<file path="src/rtl/core/hhw_pkg.sv">
// Shared types, command codes and flag bit positions of the host hang watchdog.
`timescale 1ns / 1ps
`default_nettype none

package hhw_pkg;

    localparam int unsigned TimerW = 16;
    localparam int unsigned FlagsW = 32;

    typedef enum logic [2:0] {
        CMD_TICK     = 3'd0,
        CMD_BUTTON   = 3'd1,
        CMD_LID      = 3'd2,
        CMD_RESUME   = 3'd3,
        CMD_SUSPEND  = 3'd4,
        CMD_SHUTDOWN = 3'd5,
        CMD_HOST     = 3'd6,
        CMD_ACTIVITY = 3'd7
    } cmd_t;

    typedef enum logic {
        CFG_EVENT_PATH_ENABLE = 1'b0,
        CFG_LID_ENABLE        = 1'b1
    } cfg_index_t;

    localparam int unsigned FL_START_POWER  = 0;
    localparam int unsigned FL_START_LIDCLS = 1;
    localparam int unsigned FL_START_LIDOPN = 2;
    localparam int unsigned FL_START_RESUME = 3;
    localparam int unsigned FL_STOP_RELEASE = 8;
    localparam int unsigned FL_STOP_HOSTCMD = 9;
    localparam int unsigned FL_STOP_SUSPEND = 10;
    localparam int unsigned FL_CLEAR_STATUS = 28;
    localparam int unsigned FL_GET_STATUS   = 29;
    localparam int unsigned FL_START_NOW    = 30;
    localparam int unsigned FL_STOP_NOW     = 31;

    typedef struct packed {
        cmd_t              cmd;
        logic              level;
        logic [FlagsW-1:0] req_flags;
        logic [TimerW-1:0] req_event_ms;
        logic [TimerW-1:0] req_reboot_ms;
    } item_t;

    typedef struct packed {
        logic status_valid;
        logic boot_status;
        logic hang_event;
        logic hang_reboot_event;
        logic reset_request;
        logic event_timer_running;
        logic reboot_timer_running;
    } result_t;

endpackage

`default_nettype wire

</file>
<file path="src/rtl/core/hhw_core.sv">
// Watchdog state, configuration registers and per-item next-state logic.
`timescale 1ns / 1ps
`default_nettype none

module hhw_core (
    input  wire logic               aclk,
    input  wire logic               aresetn,
    input  wire logic               step,
    input  wire hhw_pkg::item_t     item,
    input  wire logic               cfg_we,
    input  wire hhw_pkg::cfg_index_t cfg_index,
    input  wire logic               cfg_data,
    output hhw_pkg::result_t        result
);

    logic                         ev_path_en_reg, ev_path_en_next;
    logic                         lid_en_reg, lid_en_next;
    logic [hhw_pkg::FlagsW-1:0]   flags_reg, flags_next;
    logic [hhw_pkg::TimerW-1:0]   ev_to_reg, ev_to_next;
    logic [hhw_pkg::TimerW-1:0]   rb_to_reg, rb_to_next;
    logic [hhw_pkg::TimerW-1:0]   ev_rem_reg, ev_rem_next;
    logic [hhw_pkg::TimerW-1:0]   rb_rem_reg, rb_rem_next;
    logic                         ev_armed_reg, ev_armed_next;
    logic                         rb_armed_reg, rb_armed_next;
    logic                         rebooted_reg, rebooted_next;

    logic ev_start, ev_stop, rb_start, rb_stop;
    logic ev_fire, rb_fire, st_valid;

    // decode which timer actions this item requests
    always_comb begin
        ev_start = 1'b0;
        ev_stop  = 1'b0;
        rb_start = 1'b0;
        rb_stop  = 1'b0;
        st_valid = 1'b0;
        ev_fire  = 1'b0;
        rb_fire  = 1'b0;
        unique case (item.cmd)
            hhw_pkg::CMD_TICK: begin
                ev_fire = ev_armed_reg && (ev_rem_reg[hhw_pkg::TimerW-1:1] == '0);
                rb_fire = rb_armed_reg && (rb_rem_reg[hhw_pkg::TimerW-1:1] == '0);
            end
            hhw_pkg::CMD_BUTTON: begin
                if (item.level) begin
                    ev_start = flags_reg[hhw_pkg::FL_START_POWER];
                end else begin
                    ev_stop = flags_reg[hhw_pkg::FL_STOP_RELEASE];
                end
            end
            hhw_pkg::CMD_LID: begin
                if (lid_en_reg) begin
                    ev_start = item.level ? flags_reg[hhw_pkg::FL_START_LIDOPN]
                                          : flags_reg[hhw_pkg::FL_START_LIDCLS];
                end
            end
            hhw_pkg::CMD_RESUME: begin
                rb_start = flags_reg[hhw_pkg::FL_START_RESUME];
            end
            hhw_pkg::CMD_SUSPEND: begin
                rb_stop = flags_reg[hhw_pkg::FL_STOP_SUSPEND];
            end
            hhw_pkg::CMD_SHUTDOWN: begin
                rb_stop = 1'b1;
            end
            hhw_pkg::CMD_HOST: begin
                if (item.req_flags[hhw_pkg::FL_GET_STATUS]) begin
                    st_valid = 1'b1;
                end else if (item.req_flags[hhw_pkg::FL_CLEAR_STATUS]) begin
                    st_valid = 1'b0;
                end else if (item.req_flags[hhw_pkg::FL_STOP_NOW]) begin
                    rb_stop = 1'b1;
                    ev_stop = 1'b1;
                end else if (item.req_flags[hhw_pkg::FL_START_NOW]) begin
                    rb_start = 1'b1;
                    ev_start = 1'b1;
                end else if (flags_reg != '0 && item.req_flags == '0) begin
                    rb_stop = 1'b1;
                    ev_stop = 1'b1;
                end
            end
            hhw_pkg::CMD_ACTIVITY: begin
                ev_stop = flags_reg[hhw_pkg::FL_STOP_HOSTCMD];
            end
        endcase
    end

    logic host_store, host_clear;
    assign host_store = (item.cmd == hhw_pkg::CMD_HOST)
                     && !item.req_flags[hhw_pkg::FL_GET_STATUS]
                     && !item.req_flags[hhw_pkg::FL_CLEAR_STATUS]
                     && !item.req_flags[hhw_pkg::FL_STOP_NOW]
                     && !item.req_flags[hhw_pkg::FL_START_NOW];
    assign host_clear = (item.cmd == hhw_pkg::CMD_HOST)
                     && !item.req_flags[hhw_pkg::FL_GET_STATUS]
                     && item.req_flags[hhw_pkg::FL_CLEAR_STATUS];

    // apply the actions to the timer state
    always_comb begin
        ev_path_en_next = ev_path_en_reg;
        lid_en_next     = lid_en_reg;
        flags_next      = flags_reg;
        ev_to_next      = ev_to_reg;
        rb_to_next      = rb_to_reg;
        ev_rem_next     = ev_rem_reg;
        rb_rem_next     = rb_rem_reg;
        ev_armed_next   = ev_armed_reg;
        rb_armed_next   = rb_armed_reg;
        rebooted_next   = rebooted_reg;

        if (cfg_we) begin
            unique case (cfg_index)
                hhw_pkg::CFG_EVENT_PATH_ENABLE: ev_path_en_next = cfg_data;
                hhw_pkg::CFG_LID_ENABLE:        lid_en_next     = cfg_data;
            endcase
        end

        if (step) begin
            if (item.cmd == hhw_pkg::CMD_TICK) begin
                if (ev_armed_reg) begin
                    ev_rem_next = ev_rem_reg - hhw_pkg::TimerW'(1);
                end
                if (ev_fire) begin
                    ev_rem_next   = '0;
                    ev_armed_next = 1'b0;
                end
                if (rb_armed_reg) begin
                    rb_rem_next = rb_rem_reg - hhw_pkg::TimerW'(1);
                end
                if (rb_fire) begin
                    rb_rem_next   = '0;
                    rb_armed_next = 1'b0;
                    rebooted_next = 1'b1;
                end
            end
            if (rb_stop) begin
                rb_rem_next   = '0;
                rb_armed_next = 1'b0;
            end
            if (rb_start && rb_to_reg != '0) begin
                rb_rem_next   = rb_to_reg;
                rb_armed_next = 1'b1;
            end
            if (ev_stop && ev_path_en_reg) begin
                ev_rem_next   = '0;
                ev_armed_next = 1'b0;
            end
            if (ev_start && ev_path_en_reg && ev_to_reg != '0 && !ev_armed_reg) begin
                ev_rem_next   = ev_to_reg;
                ev_armed_next = 1'b1;
            end
            if (host_clear) begin
                rebooted_next = 1'b0;
            end
            if (host_store) begin
                flags_next = item.req_flags;
                ev_to_next = item.req_event_ms;
                rb_to_next = item.req_reboot_ms;
            end
            if (item.cmd == hhw_pkg::CMD_SHUTDOWN) begin
                flags_next = '0;
                ev_to_next = '0;
                rb_to_next = '0;
            end
        end
    end

    always_ff @(posedge aclk) begin
        if (!aresetn) begin
            ev_path_en_reg <= 1'b1;
            lid_en_reg     <= 1'b1;
            flags_reg      <= '0;
            ev_to_reg      <= '0;
            rb_to_reg      <= '0;
            ev_rem_reg     <= '0;
            rb_rem_reg     <= '0;
            ev_armed_reg   <= 1'b0;
            rb_armed_reg   <= 1'b0;
            rebooted_reg   <= 1'b0;
        end else begin
            ev_path_en_reg <= ev_path_en_next;
            lid_en_reg     <= lid_en_next;
            flags_reg      <= flags_next;
            ev_to_reg      <= ev_to_next;
            rb_to_reg      <= rb_to_next;
            ev_rem_reg     <= ev_rem_next;
            rb_rem_reg     <= rb_rem_next;
            ev_armed_reg   <= ev_armed_next;
            rb_armed_reg   <= rb_armed_next;
            rebooted_reg   <= rebooted_next;
        end
    end

    always_comb begin
        result.status_valid         = st_valid;
        result.boot_status          = rebooted_next;
        result.hang_event           = ev_fire;
        result.hang_reboot_event    = rb_fire;
        result.reset_request        = rb_fire;
        result.event_timer_running  = ev_armed_next;
        result.reboot_timer_running = rb_armed_next;
    end

`ifndef SYNTHESIS
    a_ev_armed_nonzero: assert property (@(posedge aclk) disable iff (!aresetn)
        ev_armed_reg |-> (ev_rem_reg != '0))
        else $error("event timer armed with zero remaining");

    a_rb_armed_nonzero: assert property (@(posedge aclk) disable iff (!aresetn)
        rb_armed_reg |-> (rb_rem_reg != '0))
        else $error("reboot timer armed with zero remaining");

    a_rb_fire_sets_status: assert property (@(posedge aclk) disable iff (!aresetn)
        (step && rb_fire) |=> rebooted_reg)
        else $error("reboot expiry did not set boot status");

    a_shutdown_clears: assert property (@(posedge aclk) disable iff (!aresetn)
        (step && item.cmd == hhw_pkg::CMD_SHUTDOWN) |=> (flags_reg == '0 && !rb_armed_reg))
        else $error("shutdown left flags or reboot timer");

    a_idle_holds: assert property (@(posedge aclk) disable iff (!aresetn)
        !step |=> ($stable(ev_rem_reg) && $stable(rb_rem_reg) && $stable(flags_reg)))
        else $error("timer state changed without an item");
`endif

endmodule

`default_nettype wire

</file>
<file path="src/rtl/core/host_hang_watchdog.sv">
// Top level of the host hang watchdog: stream ports, input and result registers.
// An accepted item waits in the input register; when it steps, it updates the timers and its result
// is loaded into the result register and offered on m_axis.
// Throughput: one item per cycle; the input holds only while a result waits for m_axis_tready.
// Reset (aresetn low, synchronous): timers disarmed, flags, timeouts and boot status cleared,
// both enables set to 1, channels empty.
`timescale 1ns / 1ps
`default_nettype none

module host_hang_watchdog (
    input  wire logic        aclk,
    input  wire logic        aresetn,
    input  wire logic        s_axis_tvalid,
    output logic             s_axis_tready,
    input  wire logic [71:0] s_axis_tdata,  // level, req_flags, req_event_ms, req_reboot_ms
    input  wire logic [2:0]  s_axis_tuser,  // cmd
    output logic             m_axis_tvalid,
    input  wire logic        m_axis_tready,
    output logic [7:0]       m_axis_tdata,  // boot_status, hang_event, hang_reboot_event,
                                            // reset_request, event_timer_running,
                                            // reboot_timer_running
    output logic [0:0]       m_axis_tuser,  // status_valid
    input  wire logic        cfg_valid,
    output logic             cfg_ready,
    input  wire logic        cfg_index,
    input  wire logic        cfg_data
);

    logic             in_valid_reg, in_valid_next;
    hhw_pkg::item_t   in_item_reg;
    logic             out_valid_reg, out_valid_next;
    hhw_pkg::result_t out_res_reg;
    hhw_pkg::result_t core_res;
    logic             advance, step, s_accept;

    assign advance       = !out_valid_reg || m_axis_tready;
    assign step          = in_valid_reg && advance;
    assign s_axis_tready = !in_valid_reg || advance;
    assign s_accept      = s_axis_tvalid && s_axis_tready;
    assign cfg_ready     = 1'b1;

    always_comb begin
        in_valid_next = in_valid_reg;
        if (s_accept) begin
            in_valid_next = 1'b1;
        end else if (step) begin
            in_valid_next = 1'b0;
        end
        out_valid_next = out_valid_reg;
        if (step) begin
            out_valid_next = 1'b1;
        end else if (m_axis_tready) begin
            out_valid_next = 1'b0;
        end
    end

    always_ff @(posedge aclk) begin
        if (!aresetn) begin
            in_valid_reg  <= 1'b0;
            out_valid_reg <= 1'b0;
        end else begin
            in_valid_reg  <= in_valid_next;
            out_valid_reg <= out_valid_next;
        end
    end

    // hold payloads; load the item on accept and the result on step
    always_ff @(posedge aclk) begin
        if (s_accept) begin
            in_item_reg.cmd           <= hhw_pkg::cmd_t'(s_axis_tuser);
            in_item_reg.level         <= s_axis_tdata[0];
            in_item_reg.req_flags     <= s_axis_tdata[32:1];
            in_item_reg.req_event_ms  <= s_axis_tdata[48:33];
            in_item_reg.req_reboot_ms <= s_axis_tdata[64:49];
        end
        if (step) begin
            out_res_reg <= core_res;
        end
    end

    hhw_core u_core (
        .aclk      (aclk),
        .aresetn   (aresetn),
        .step      (step),
        .item      (in_item_reg),
        .cfg_we    (cfg_valid && cfg_ready),
        .cfg_index (hhw_pkg::cfg_index_t'(cfg_index)),
        .cfg_data  (cfg_data),
        .result    (core_res)
    );

    assign m_axis_tvalid   = out_valid_reg;
    assign m_axis_tuser[0] = out_res_reg.status_valid;
    assign m_axis_tdata    = {2'b00,
                              out_res_reg.reboot_timer_running,
                              out_res_reg.event_timer_running,
                              out_res_reg.reset_request,
                              out_res_reg.hang_reboot_event,
                              out_res_reg.hang_event,
                              out_res_reg.boot_status};

endmodule

`default_nettype wire
</file>
<file path="config.mk">
export PLATFORM = sky130hd
export DESIGN_NAME = host_hang_watchdog
export DESIGN_NICKNAME = d
export VERILOG_FILES = /design/src/rtl/core/hhw_pkg.sv /design/src/rtl/core/hhw_core.sv /design/src/rtl/core/host_hang_watchdog.sv
export SDC_FILE = /design/constraint.sdc
export NUM_CORES = 1
export LEC_CHECK = 0
export BUFFER_PORTS_ARGS = -buffer_cell sky130_fd_sc_hd__buf_4
export CORE_MARGIN = 2
export CORE_UTILIZATION = 60
export CTS_CLUSTER_DIAMETER = 30
export CTS_CLUSTER_SIZE = 14
export DETAILED_ROUTE_END_ITERATION = 12
export PLACE_DENSITY = 0.82
export SLEW_MARGIN = 20
export SYNTH_ARGS = -nofsm -noshare
export SYNTH_HDL_FRONTEND = slang
export SYNTH_SLANG_ARGS = --single-unit
</file>
<file path="constraint.sdc">
create_clock -name aclk -period 4.85 [get_ports aclk]
set_input_delay 0.97 -clock aclk [delete_from_list [all_inputs] [get_ports aclk]]
set_output_delay 0.97 -clock aclk [all_outputs]
set_load 0.05 [all_outputs]
</file>
## Yosys cells after proc, flatten, opt, wreduce, memory -nomap -nowiden

Cells that the tools add are included.

- Logic and storage cells: 130
- Bits of input ports: 82
- RAM bits: 0
- Bits in registers: 177
- Latch bits: 0
- Memories: 0
- Output and inout port bits: 12
- Memory bits (read-only): 0

- Reduce and logical (&&, ||, !) cells: 43
- Shifts and indexed selects: 0
- $mul: 0
- Equal/unequal tests: 7
- $lt $le $gt $ge: 0
- $add $sub $neg: 2
- Muxes and demuxes: 54
- Div/mod/pow operators: 0
- Bitwise operators: 1

Operators by type and width:

| kind | count |
|---|---|
| two-way mux 16 bit | 14 |
| two-way mux 32 bit | 2 |
| two-way mux 1 bit | 34 |
| zero test 32 bit | 1 |
| nonzero test 16 bit | 2 |
| nonzero test 32 bit | 1 |
| subtractor 16 x 1 -> 16 bit (second input constant) | 2 |
| zero test 15 bit | 2 |
| logical AND 1 bit | 15 |
| equality test 3 bit (second input constant) | 4 |
| case mux 1 bit (3 select lines) | 3 |
| nonzero test 4 bit | 2 |
| zero test 1 bit | 7 |
| equality test 3 x 2 -> 1 bit (second input constant) | 2 |
| AND reduction 2 bit | 3 |
| AND reduction 3 bit | 2 |
| nonzero test 2 bit | 3 |
| nonzero test 3 bit | 2 |
| equality test 3 x 1 -> 1 bit (second input constant) | 1 |
| zero test 3 bit | 1 |
| logical OR 1 bit | 2 |
| case mux 1 bit (2 select lines) | 1 |
| inverter 1 bit | 1 |

## Longest topological paths before layout

Gate-level depths: netlist (run 1).

- Depth in word-level cells: 12
- Depth in mapped cells: 10
- Mapped depth without buffers: 8

## Hierarchy

From an unflattened synthesis (run 1), not the netlist that was laid out.

- Cells, all modules: 740
- Area, all modules: 7483.4 um^2

Modules (own cells, without submodules):

| module | area each (um^2) | cells an instance | seq. area each (um^2) | times used |
|---|---|---|---|---|
| hhw_core | 5097.4 | 651 | 2021.9 | 1 |
| host_hang_watchdog | 2386.0 | 89 | 2292.2 | 1 |

## Worst setup path before layout (run 1)

Ideal clock, no wire load.

- Path kind: input port to flip-flop
- Start: in m_axis_tready
- End: reg in_item_reg[0] (netlist bit), enable pin
- Arrival: 3.074 ns
- Cell stages on the path: 3
- Setup slack: 1.342 ns
- Required time: 4.417 ns
- Path buffers: 0
- Setup time: 0.433 ns
- Path through: nor2b_1 -> nand2_1 -> and2_1

- Longest elaborated chain between the ends: 3

Ends and longest elaborated chain:

| item | RTL line | text |
|---|---|---|
| start: declaration | host_hang_watchdog.sv:18 | `input wire logic m_axis_tready,` |
| logical OR 1 bit | host_hang_watchdog.sv:36 | `assign advance = !out_valid_reg \|\| m_axis_tready;` |
| logical OR 1 bit | host_hang_watchdog.sv:38 | `assign s_axis_tready = !in_valid_reg \|\| advance;` |
| via s_axis_tready | host_hang_watchdog.sv:14 | `output logic s_axis_tready,` |
| logical AND 1 bit | host_hang_watchdog.sv:39 | `assign s_accept = s_axis_tvalid && s_axis_tready;` |
| end: declaration | host_hang_watchdog.sv:30 | `hhw_pkg::item_t in_item_reg;` |

The timed path passes the listed nets, and every way through them passes these cells.
A chain may end at the register's enable or synchronous reset.

## Worst setup path after layout (run 1)

- Start: reg in_item_reg[51] (netlist bit)
- End: reg u_core.rb_rem_reg[9] (netlist bit)

- Longest elaborated chain between the ends: 10
- Elaborated cells between the ends (all ways): 13

Ends and longest elaborated chain:

| item | RTL line | text |
|---|---|---|
| zero test 32 bit (*) | hhw_core.sv:77 | `end else if (flags_reg != '0 && item.req_flags == '0) begin` |
| logical AND 1 bit (*) | hhw_core.sv:77 |  |
| two-way mux 1 bit (*) | hhw_core.sv:77 |  |
| two-way mux 1 bit (*) | hhw_core.sv:74 | `end else if (item.req_flags[hhw_pkg::FL_START_NOW]) begin` |
| two-way mux 1 bit (*) | hhw_core.sv:71 | `end else if (item.req_flags[hhw_pkg::FL_STOP_NOW]) begin` |
| two-way mux 1 bit (*) | hhw_core.sv:69 | `end else if (item.req_flags[hhw_pkg::FL_CLEAR_STATUS]) begin` |
| two-way mux 1 bit (*) | hhw_core.sv:67 | `if (item.req_flags[hhw_pkg::FL_GET_STATUS]) begin` |
| case mux 1 bit (3 select lines) (*) | hhw_core.sv:39 | `unique case (item.cmd)` |
| nonzero test 4 bit (no line) (tied with other cells) | n/a |  |
| AND reduction 3 bit (no line) / two-way mux 16 bit (equally long branches) | n/a |  |
| end signal: assignment | hhw_core.sv:187 | `rb_rem_reg <= rb_rem_next;` |
| end: declaration | hhw_core.sv:22 | `logic [hhw_pkg::TimerW-1:0] rb_rem_reg, rb_rem_next;` |

Every way passes the cells marked *; elsewhere a longest branch is shown, timed or not.

==> out/metrics.yaml, run 1 <==
status: "completed"
num_vias: 5991
synthCells: 735
min_to: "u_core.flags_reg[6]"
p_leak_nw: 3.17
syn_to_final_growth_pct: 15.9
syn_area_um2: 7510
hp-class: "register to register"
timing.final.max_slew_violations: 0
grt_pass1_wl_um: 28500
drive_above_1_share_pct: 17.1
cts_tree: "yes"
r2r_setup_slack_ns: 1.42
setup_ws_ns: 1.42
crit_fanout: 11
via_per_inst: 6.17
rows: 40
ys.flop_type: "dfxtp_1"
place_ws_ns: 1.56
cts_root_buf: "clkbuf_16"
critPathArrivalTime_ns: 3.77
synth_edf_count: 74
avgSynthCellArea_um2: 10.2
end_kind: "register"
htreeDepth: 4
min_period_ns: 3.43
drt-initial-drc-count: 643
ctsHoldBuffers: 0
r2r_end: "u_core.rb_rem_reg[9]"
cts_resized: 0
clk_latency_ns: 0.43
coreArea_um2: 12100
routed_wl_um: 17400
num_io_pins: 94
io_buffers: 83
hold_viol: 0
finClkSkew_ns: 0.00880
cp.required_ns: 5.19
fin_nets: 874
diodes: 0
synth_top_cell_area_share_pct: 29.6
crit_type: "register to register"
yosysUniqueCellTypes: 69
ys_seq_elements: 177
tns_ns: 0
ant_nets: 0
synth_common_cells: "nand2_1, dfxtp_1, nand3_1"
grt_antenna_before_repair: 0
drc: 0
ctsLongestPathBuffers: 2
largest_reg_flops: 68
grt_start_max_net_pins: 108
yosysWarnings: 0
min_period_over_period_pct: 70.7
die_x_um: 116
die_area_um2: 13400
synthArstFlopShare_pct: 0
tightestPinTransition_ns: 1.14
max_freq_ghz: 0.292
synth_most_common_cell: "nand2_1"
hp-start: "u_core.flags_reg[6]"
min_path_cells: 2
drt-wirelength-per-cell_um: 17.9
fill_cells: 898
clock-sinks: 177
setup_viol: 0
track_usage_pct: 27.3
dp_hpwl_um: 11300
crit_path_start_kind: "register"
gp_congestion: 0.918
r2r_cells: 7
peakVddDrop_mv: 0.272
cts_setup_buffers: 0
r2r-start: "in_item_reg[51]"
die_h_um: 116
yosys.area.top_type: "edfxtp_1"
grt-ovfl-total: 0
cap_violations: 0
cts_buffers: 17
yosysSeqAreaShare_pct: 57.0
clk_pin_slew_worst_paths_ns: 0.06
whs_ns: 0.470
first_global_vias: 5729
p_per_area_nw_per_um2: 365
drt-pass1-iter-count: 6
finalPower_mw: 3.18
start_util_pct: 62.0
rsz0062_at_grt: "false"
max_slew_margin_pct: 23.7
synthTopCellsByArea: "edfxtp_1, dfxtp_1, a21boi_0"
==> per-stage QoR <==
step	cell area (µm²)	std cells	utilization, %
2_1_floorplan	7520	736	-
3_3_place_gp	8140	939	67.2
3_5_place_dp	8140	939	67.2
4_1_cts	8700	971	71.8
5_1_grt	8710	971	71.9
6_report	8710	971	71.9
==> layout by cell type (no fill, tap or decap), types with 8 or more instances in the layout <==
master / synthesis / layout
nand3_1: 77 / 77
buf_4: 4 / 87
o21ai_0: 29 / 29
and3_1: 8 / 8
a32o_1: 13 / 13
a21boi_0: 61 / 61
nand2_1: 104 / 102
nor2_1: 27 / 27
nor3_1: 18 / 18
dfxtp_1: 103 / 103
a21oi_1: 17 / 17
inv_1: 9 / 9
clkbuf_16: 0 / 17
edfxtp_1: 74 / 74
nor4_1: 30 / 30
==> where the power goes <==
group	internal (mW)	switching, mW	total, mW	leakage, nW
logic	0.0972	0.130	0.227	1.34
registers	1.60	0.0325	1.64	1.55
clock network	0.757	0.557	1.31	0.268
total	2.46	0.719	3.18	3.17
==> cells by family (layout without fill, tap and decap cells) <==
logic type / after synthesis / after routing / share of synthesized area [%]
mux: 2 / 2 / 0.283
flops: 177 / 177 / 57.0
simple gates: 307 / 307 / 20.4
compound gates: 176 / 176 / 17.4
other cells: 2 / 3 / 0.100
fa+ha+maj: 2 / 2 / 0.333
buf+inv: 63 / 130 / 3.80
xor+xnor: 6 / 6 / 0.699
==> worst max-delay path, stage by stage (launching register included) <==
cell and delay [ns]:
edfxtp_1 0.40, nor4_1 0.56, nand3_1 0.17, or4_4 0.52, nor3_2 0.52, o31a_1 0.51
nand2_1 0.33, o221ai_1 0.33
==> cell type report <==
cell class	instances	area [µm²]	share of cell area, %
multi-input combinational	496	2960	34.0
tap	168	210	2.41
clock inverter	10	111	1.28
inverter	11	41.3	0.474
sequential	177	4280	49.2
clock buffer	22	444	5.10
timing repair buffer	87	653	7.50
==> worst max path at each step <==
stage	start	slack (ns)	cells past startpoint	end
final	in_item_reg[51]	1.42	7	u_core.rb_rem_reg[9]
after detailed placement	in_item_reg[66]	1.56	6	u_core.flags_reg[14]
after floorplan	m_axis_tready	1.34	3	in_item_reg[0]
after CTS	in_item_reg[66]	1.50	6	u_core.flags_reg[17]
after global placement	in_item_reg[52]	1.74	7	u_core.rb_rem_reg[11]
after global routing	in_item_reg[52]	1.26	7	u_core.rb_rem_reg[5]
==> metal layers <==
metal | up-vias | share of wire [%] | GRT usage, %
li1 | 2848 | - | -
met2 | 229 | 48 | 43.3
met3 | 33 | 6.0 | 5.23
met5 | - | 0 | 0
met1 | 2881 | 44 | 37.4
met4 | 0 | 2.0 | 11.0
(Power assumes the default switching activity.)
==> inputs of run 2 (changes only) <==
--- a/config.mk
+++ b/config.mk
@@ -5,13 +5,14 @@
 export SDC_FILE = /design/constraint.sdc
 export NUM_CORES = 1
 export LEC_CHECK = 0
+export ABC_AREA = 1
 export BUFFER_PORTS_ARGS = -buffer_cell sky130_fd_sc_hd__buf_4
 export CORE_MARGIN = 2
-export CORE_UTILIZATION = 60
+export CORE_UTILIZATION = 58
 export CTS_CLUSTER_DIAMETER = 30
 export CTS_CLUSTER_SIZE = 14
 export DETAILED_ROUTE_END_ITERATION = 12
-export PLACE_DENSITY = 0.82
+export PLACE_DENSITY = 0.8
 export SLEW_MARGIN = 20
 export SYNTH_ARGS = -nofsm -noshare
 export SYNTH_HDL_FRONTEND = slang
==> constraint.sdc (replaced) <==
create_clock -name aclk -period 3.2 [get_ports aclk]
set_input_delay 0.64 -clock aclk [delete_from_list [all_inputs] [get_ports aclk]]
set_output_delay 0.64 -clock aclk [all_outputs]
set_load 0.05 [all_outputs]
==> run 2 against run 1 <==
Maximum frequency increased by 40%. First-iteration DRC count fell by 3.0%. Wire length is 6.2% lower. Via count increased by 5.7%. Area after synthesis up 3.6%. Critical path type unchanged.
==> out/metrics.yaml, run 2 <==
end_kind: "register"
num_vias: 6333
synth_common_cells: "nand2_1, nor2_1, dfxtp_1"
cp_cell_sequence: "nor2_1, nand3_1, nor2_1, nand2_1, nor2_1, nand2_1, nand2_1, nand2_1, nand2_1, nand2_2, nand2_2, nand2_2, nand2_1, nand2_1, nor2_1"
yosys.area.top_type: "edfxtp_1"
cpLargestDelayFamily: "simple AND/OR/NAND/NOR gates"
internal-power_mw: 3.94
num_io_pins: 94
p_leak_nw: 4.07
utilization_pct: 69.2
die_area_um2: 14400
synth_top_cell_area_share_pct: 28.5
start_util_pct: 59.0
grt-ovfl-total: 0
cts_tree: "yes"
ys_seq_elements: 177
crit_fanout: 32
grt_antenna_before_repair: 0
rsz0062_at_grt: "false"
finClkSkew_ns: 0.0124
clk_pin_slew_worst_paths_ns: 0.06
combPwrFrac_pct: 9.2
io_buffers: 83
highest_layer: "met4"
grt_start_max_net_pins: 67
ctsHoldBuffers: 0
cts_buffers: 17
drc: 0
cts_resized: 0
drt-pass1-iter-count: 4
route.met3.wl_um: 983
p_sw_mw: 1.15
cts_root_buf: "clkbuf_16"
track_usage_pct: 23.6
yosysUniqueCellTypes: 35
crit_path_start_kind: "register"
pwr-share-clk_pct: 42.0
hp-class: "input port to register"
met1Wirelength_um: 7270
timing.final.max_slew_violations: 0
dr_wl_met2_um: 7730
cap_violations: 0
critPathArrivalTime_ns: 2.81
crit_type: "register to register"
coreArea_um2: 13200
yosysWarnings: 0
tightestPinTransition_ns: 0.634
crit_top_cell: "nand2_1"
yosysSeqAreaShare_pct: 55.0
synthCells: 964
syn_to_final_growth_pct: 17.2
cp.required_ns: 3.56
p_per_area_nw_per_um2: 557
synthTopCellsByArea: "edfxtp_1, dfxtp_1, nand2_1"
worst-path-buf-inv: 0
min_period_over_period_pct: 76.6
die_x_um: 120
fin_nets: 1114
drt-wirelength-per-cell_um: 13.4
clk_latency_ns: 0.43
ctsLongestPathBuffers: 2
min_period_ns: 2.45
grt_pass1_wl_um: 26700
final_common_cell: "nand2_1"
largest_reg_flops: 68
hold_viol: 0
synthArstFlopShare_pct: 0
max_slew_margin_pct: 57.7
gp_congestion: 0.836
via_per_inst: 5.20
ant_nets: 0
tns_ns: 0
max_freq_ghz: 0.408
diodes: 0
power_frac_seq_pct: 48.9
routed_wl_um: 16300
cts_setup_buffers: 0
swShare_pct: 22.5
max_stage_delay_ns: 0.42
dp_hpwl_um: 10800
synth_edf_count: 74
status: "completed"
die_h_um: 120
ys.flop_type: "dfxtp_1"
rows: 42
first_global_vias: 5787
clock-sinks: 177
syn_area_um2: 7790
synth_most_common_cell: "nand2_1"
avgSynthCellArea_um2: 8.08
drive_above_1_share_pct: 13.4
peakVddDrop_mv: 0.460
drt-initial-drc-count: 624
layout_common_cells: "nand2_1, nor2_1, dfxtp_1"
cp_slowest_cell: "edfxtp_1"
htreeDepth: 4
whs_ns: 0.383
setup_viol: 0
## run 2: cell types whose count changed in the layout (fill, tap and decap cells not counted), moves of 13 or more
cell	change
a211oi_1	+17
a32o_1	-13
o21ai_0	-25
a21oi_1	+49
nand2_1	+168
nor4_1	-27
nor2_1	+139
inv_1	+63
a21boi_0	-61
xor2_1	+20
## run 2: cell families after synthesis
logic type                 synth area share [%]
and+or+nand+nor                            28.5
DFF                                        55.0
buffers and inverters                      6.72
AOI/OAI and AO/OA                          6.70
xor gates and xnor gates                   2.70
adders and majority gates                 0.321
other                                    0.0964
## run 2: final timing paths
| check | start | to | slack [ns] | cells past startpoint |
|---|---|---|---|---|
| setup / recovery | in_item_reg[62] | u_core.ev_rem_reg[12] | 0.75 | 15 |
| setup reg to reg | in_item_reg[62] | u_core.ev_rem_reg[12] | 0.75 | 15 |
| hold reg to reg | u_core.flags_reg[29] | u_core.flags_reg[29] | 0.46 | 2 |
| hold / removal | s_axis_tdata[3] | in_item_reg[34] | 0.38 | 1 |
## run 2: per-layer routing
layer  vias up  GRT usage (%)
met1      2868           32.0
met2       210           37.5
met3        28           4.71
met4         0           8.97
met5         -              0
li1       3227              -
## run 2: area by class of cell
| type | instances | area [µm²] |
|---|---|---|
| flip-flops and latches | 177 | 4280 |
| fillers | 1022 | 4070 |
| multi-input cells | 665 | 2990 |
| repair buffers | 90 | 713 |
| clock buffers | 24 | 492 |
| inverters | 79 | 299 |
| well taps | 176 | 220 |
| clock inverters | 8 | 126 |
## run 2: power by group through the flow
stage                     clock network (mW)  logic [mW]  registers (mW)
after floorplan                            0       0.306            2.54
after global placement                     0       0.452            2.53
after detailed placement                   0       0.457            2.53
after CTS                               2.16       0.465            2.48
after global routing                    2.26       0.526            2.49
final                                   2.14       0.466            2.48
## run 2: per-stage QoR
stage / cells / setup slack, ns / power (mW) / cell area (µm²)
6_report: 1219 / 0.747 / 5.09 / 9120
5_1_grt: 1219 / 0.525 / 5.27 / 9120
4_1_cts: 1219 / 0.790 / 5.11 / 9120
3_5_place_dp: 1187 / 0.848 / 2.99 / 8510
3_3_place_gp: 1187 / 0.898 / 2.98 / 8510
2_1_floorplan: 965 / 0.218 / 2.84 / 7790
